==> config.mk <==
export PLATFORM = sky130hd
export DESIGN_NAME = gsa_ctrl
export DESIGN_NICKNAME = d
export VERILOG_FILES = /design/src/rtl/core/gsa_pkg.sv /design/src/rtl/core/gsa_ctrl.sv
export SDC_FILE = /design/constraint.sdc
export NUM_CORES = 1
export LEC_CHECK = 0
export BUFFER_PORTS_ARGS = -buffer_cell sky130_fd_sc_hd__buf_2
export CAP_MARGIN = 25
export CORE_AREA = 5 5 42 44
export CTS_CLUSTER_SIZE = 40
export DETAILED_ROUTE_END_ITERATION = 16
export DIE_AREA = 0 0 47 49
export GPL_ROUTABILITY_DRIVEN = 1
export PLACE_DENSITY_LB_ADDON = 0.05
export SYNTH_ARGS = -nofsm -noshare
export SYNTH_HDL_FRONTEND = slang
export SYNTH_SLANG_ARGS = --single-unit
==> constraint.sdc <==
create_clock -name clk -period 4 [get_ports clk]
set_input_delay 0.2 -clock clk [delete_from_list [all_inputs] [get_ports clk]]
set_output_delay 0.2 -clock clk [all_outputs]
set_load 0.005 [all_outputs]
==> src/rtl/core/gsa_pkg.sv <==
package gsa_pkg;

  // Table geometry
  localparam int SLOTS     = 1024;
  localparam int IDX_W     = $clog2(SLOTS);
  localparam int HEAD_W    = IDX_W + 1;      // head/link also holds SLOTS ("empty")
  localparam int GEN_SHIFT = 12;
  localparam int HDL_W     = 31;
  localparam int TGT_W     = 10;

  // Command codes
  typedef enum logic [1:0] {
    CMD_ALLOC   = 2'd0,
    CMD_LOOKUP  = 2'd1,
    CMD_DESTROY = 2'd2,
    CMD_RUN     = 2'd3
  } cmd_t;

  // Result codes
  typedef enum logic [1:0] {
    RC_OK      = 2'd0,
    RC_NO_FREE = 2'd1,
    RC_BAD     = 2'd2
  } rcode_t;

  // Slot status
  typedef enum logic [1:0] {
    SL_FREE     = 2'd0,
    SL_RUNNABLE = 2'd1,
    SL_RUNNING  = 2'd2
  } slot_st_t;

  // Controller states
  typedef enum logic [1:0] {
    S_CLEAR,
    S_IDLE,
    S_EXEC,
    S_FIX
  } fsm_state_t;

  typedef struct packed {
    logic [1:0]       cmd;
    logic [HDL_W-1:0] handle;
    logic             check_perm;
    logic [HDL_W-1:0] parent_handle;
    logic [TGT_W-1:0] target_slot;
  } in_item_t;

  typedef struct packed {
    logic [1:0]       code;
    logic             has_slot;
    logic [TGT_W-1:0] slot_index;
    logic [HDL_W-1:0] slot_handle;
  } out_item_t;

  // Controller -> datapath
  typedef struct packed {
    logic clear;   // reset sweep write
    logic accept;  // input ready
    logic load;    // item taken, issue table reads
    logic commit;  // apply updates, load result register
    logic fix;     // demote previous running slot
  } dp_cmd_t;

  // Datapath -> controller
  typedef struct packed {
    logic clr_last;
    logic out_free;
    logic need_fix;
  } dp_stat_t;

endpackage

==> src/rtl/core/gsa_ctrl.sv <==
module gsa_ctrl
  import gsa_pkg::*;
(
  input  logic     clk,
  input  logic     rst_n,
  input  logic     in_valid,
  input  dp_stat_t stat,
  output dp_cmd_t  ctl
);

  fsm_state_t state_r, state_nxt;

  // State register
  always_ff @(posedge clk) begin
    if (!rst_n) begin
      state_r <= S_CLEAR;
    end else begin
      state_r <= state_nxt;
    end
  end

  // Next state
  always_comb begin
    state_nxt = state_r;
    case (state_r)
      S_CLEAR: begin
        if (stat.clr_last) state_nxt = S_IDLE;
      end
      S_IDLE: begin
        if (in_valid) state_nxt = S_EXEC;
      end
      S_EXEC: begin
        if (stat.out_free) state_nxt = stat.need_fix ? S_FIX : S_IDLE;
      end
      S_FIX: begin
        state_nxt = S_IDLE;
      end
      default: begin
        state_nxt = S_CLEAR;
      end
    endcase
  end

  // Command outputs
  always_comb begin
    ctl = '0;
    case (state_r)
      S_CLEAR: begin
        ctl.clear = 1'b1;
      end
      S_IDLE: begin
        ctl.accept = 1'b1;
        ctl.load   = in_valid;
      end
      S_EXEC: begin
        ctl.commit = stat.out_free;
      end
      S_FIX: begin
        ctl.fix = 1'b1;
      end
      default: begin
        ctl = '0;
      end
    endcase
  end

endmodule

==> out/summary.txt <==
Peak Freq = 0.6530 GHz
Synth Warn # = 0
clk_lat worst skew = 0.22 ns
Placement Setup Slack = 2.441 ns
Routed Antenna Nets = 0
Post-CTS Hold Fix Bufs = 0
Worst R2R Setup Slack = 2.47 ns
Tcrit/Tclk final = 38.28%
Period minus WS final = 1.531 ns
placed insts = 48
DIE AREA = 2303 um2
Final Skew = 0.002402 ns
syn nets = 33
Pint = 88.20 uW
non-filler cells, final = 51
CP max stage cell = a222oi_1
Net Sw Power = 43.64 uW
slowest stage delay, CP = 0.52 ns
max reg flops = 2
startpoint types = flip-flop
worst vdd ir = 0.1442 mV
post-CTS resize count = 0
Worst R2R Path Depth = 4
ant diodes = 0
sequential-to-total area share from yosys stat = 20.92%
Post CTS Setup Buffer Count = 0
first-pass GRT wire length = 717 um
number of global-route vias before repair = 165
die width = 47 um
area added between synthesis and finish = 48.37%
Hold Crit Start = rst_n
P per Cell Area = 464.2 nW/um2
Final setup viols = 0
final global-route overflow total = 0
CTS tree = done
setup TNS = 0 ns
DRT Wirelength = 457 um
synthesized instance count = 22
Setup CP Type = flip-flop to flip-flop
Vias/cell = 3.412
Slew headroom = 65.80%
Mean Syn Cell Area = 8.702 um2
Yosys reg bits = 2
synth unique cells = 11
number of cell rows = 14
Num CTS Buffers = 3
RePlAce Congestion = 0.6456
initial DRC count = 3
wire length per cell = 8.961 um
final hold vios = 0
Max clock buf depth = 2
Core Box Area = 1401 um2
HP Class = input pin to flip-flop
Comb power frac = 42.8%
Root Buffer = clkbuf_4
CP Max Fanout = 4
Hold Path Stages = 3
final net count = 48
worst reg2reg endpoint = state_r[1]$_SDFFE_PN0P_
critical path data arrival time = 1.68 ns
CTS H-tree depth = 1
register with the most flip-flops = state_r
DR vias = 174
TritonCTS Sinks = 2
worst r2r src = state_r[1]$_SDFFE_PN0P_
Final WS setup = 2.469 ns
pin count of the biggest net entering global routing = 6
RSZ-0062 raised after global routing = no
leakage power = 0.0001684 uW
max-cap violations = 0
first-pass iteration count of the detailed router = 4
Sequential Power Share = 23.9%
measured slew at the worst slew-check pin = 0.5130 ns
crit path capture type = flip-flop
initial antenna violation count = 0
hold path endpoint = state_r[0]$_SDFFE_PN0P_
PortBufs = 10
Clk pwr share = 33.3%
HPWL after DPL = 387.6 um
DRC viols = 0
worst-path cell chain = inv_1 -> ha_1 -> a222oi_1 -> mux2i_1
effective utilization at floorplan = 13.66%
clock-pin slew on the worst setup and hold paths = 0.03 ns
Post-Syn Area = 191.4 um2
DIE HEIGHT = 49 um
Largest regs = state_r: 2 flops
fraction of layout cells with a size suffix above 1 = 40.00%
run status = finished, final reports clean
num ports = 11
CP required = 4.14 ns
Net Sw Frac = 33.10%
gr usage total = 4.712%
Max Slew Vio Count = 0
## cell usage in the layout, fill, tap and decap left out
| cell | count |
|---|---|
| nand2b_1 | 1 |
| inv_1 | 5 |
| ha_1 | 5 |
| nand3_1 | 1 |
| a21o_1 | 1 |
| nand2_1 | 2 |
| buf_2 | 10 |
| clkbuf_4 | 3 |
| mux2i_1 | 2 |
| and2_2 | 1 |
| a222oi_1 | 1 |
| and2_1 | 1 |
| dfxtp_1 | 2 |
## power groups by stage
stage	clock [uW]	sequential, uW	combinational, uW
after floorplan	0	30.3	37.6
after global placement	0	32.4	59.8
after detailed placement	0	32.0	58.4
after CTS	46.3	31.7	58.9
after global routing	51.3	32.3	66.5
final	43.9	31.6	56.4
## cell type report
class | count | area (um2)
multi-input cells | 15 | 132.6
repair buffers | 10 | 50.05
inverters | 5 | 18.77
fillers | 169 | 1117
flip-flops and latches | 2 | 40.04
well taps | 16 | 20.02
clock buffers | 3 | 22.52
## worst max-delay path by stage
| stage | startpoint | to | slack (ns) | cells past startpoint |
|---|---|---|---|---|
| 2_1_floorplan | state_r[1]$_SDFFE_PN0P_ | state_r[0]$_SDFFE_PN0P_ | 2.62 | 4 |
| 3_3_place_gp | state_r[1]$_SDFFE_PN0P_ | state_r[0]$_SDFFE_PN0P_ | 2.43 | 4 |
| 4_1_cts | state_r[1]$_SDFFE_PN0P_ | state_r[1]$_SDFFE_PN0P_ | 2.43 | 4 |
| 6_report | state_r[1]$_SDFFE_PN0P_ | state_r[1]$_SDFFE_PN0P_ | 2.47 | 4 |
| 3_5_place_dp | state_r[1]$_SDFFE_PN0P_ | state_r[1]$_SDFFE_PN0P_ | 2.44 | 4 |
| 5_1_grt | state_r[1]$_SDFFE_PN0P_ | state_r[1]$_SDFFE_PN0P_ | 2.33 | 4 |
## metrics by stage
step	total power [uW]	area, um2	hold slack (ns)	utilization [%]
2_1_floorplan	67.95	191.4	0.3463	-
3_3_place_gp	92.14	261.5	0.5078	18.66
3_5_place_dp	90.47	261.5	0.5012	18.66
4_1_cts	136.8	284.0	0.2678	20.27
5_1_grt	150.1	284.0	0.2590	20.27
6_report	131.8	284.0	0.2740	20.27
## synth_stat cells
master	count	area share (%)
ha_1	5	33
inv_1	5	9.8
dfxtp_1	2	21
mux2i_1	2	10
nand2_1	2	3.9
a21o_1	1	3.9
a222oi_1	1	5.2
and2_1	1	3.3
and2_2	1	3.9
nand2b_1	1	3.3
nand3_1	1	2.6
## worst max-delay path: cells and delay by family, from the launching register on
kind	cells	cell delay [ns]
adders and majority gates	1	0.20
DFF	1	0.37
AOI/OAI and AO/OA	1	0.52
buffers and inverters	1	0.10
muxes	1	0.25
## kinds of logic after synthesis
family	share of synthesized area, %
buffers and inverters	9.805
multiplexers	10.46
flip-flops	20.92
AO/OA/AOI/OAI	9.152
adder cells (fa/ha/maj)	32.68
AND/OR/NAND/NOR	17.00
## per-layer routing
layer | wire (um) | track usage (%)
met5 | 0 | 0
met4 | 0 | 2.765
met1 | 200 | 4.814
met2 | 210 | 6.561
met3 | 45 | 3.690
Power figures use the tool's default switching activity.
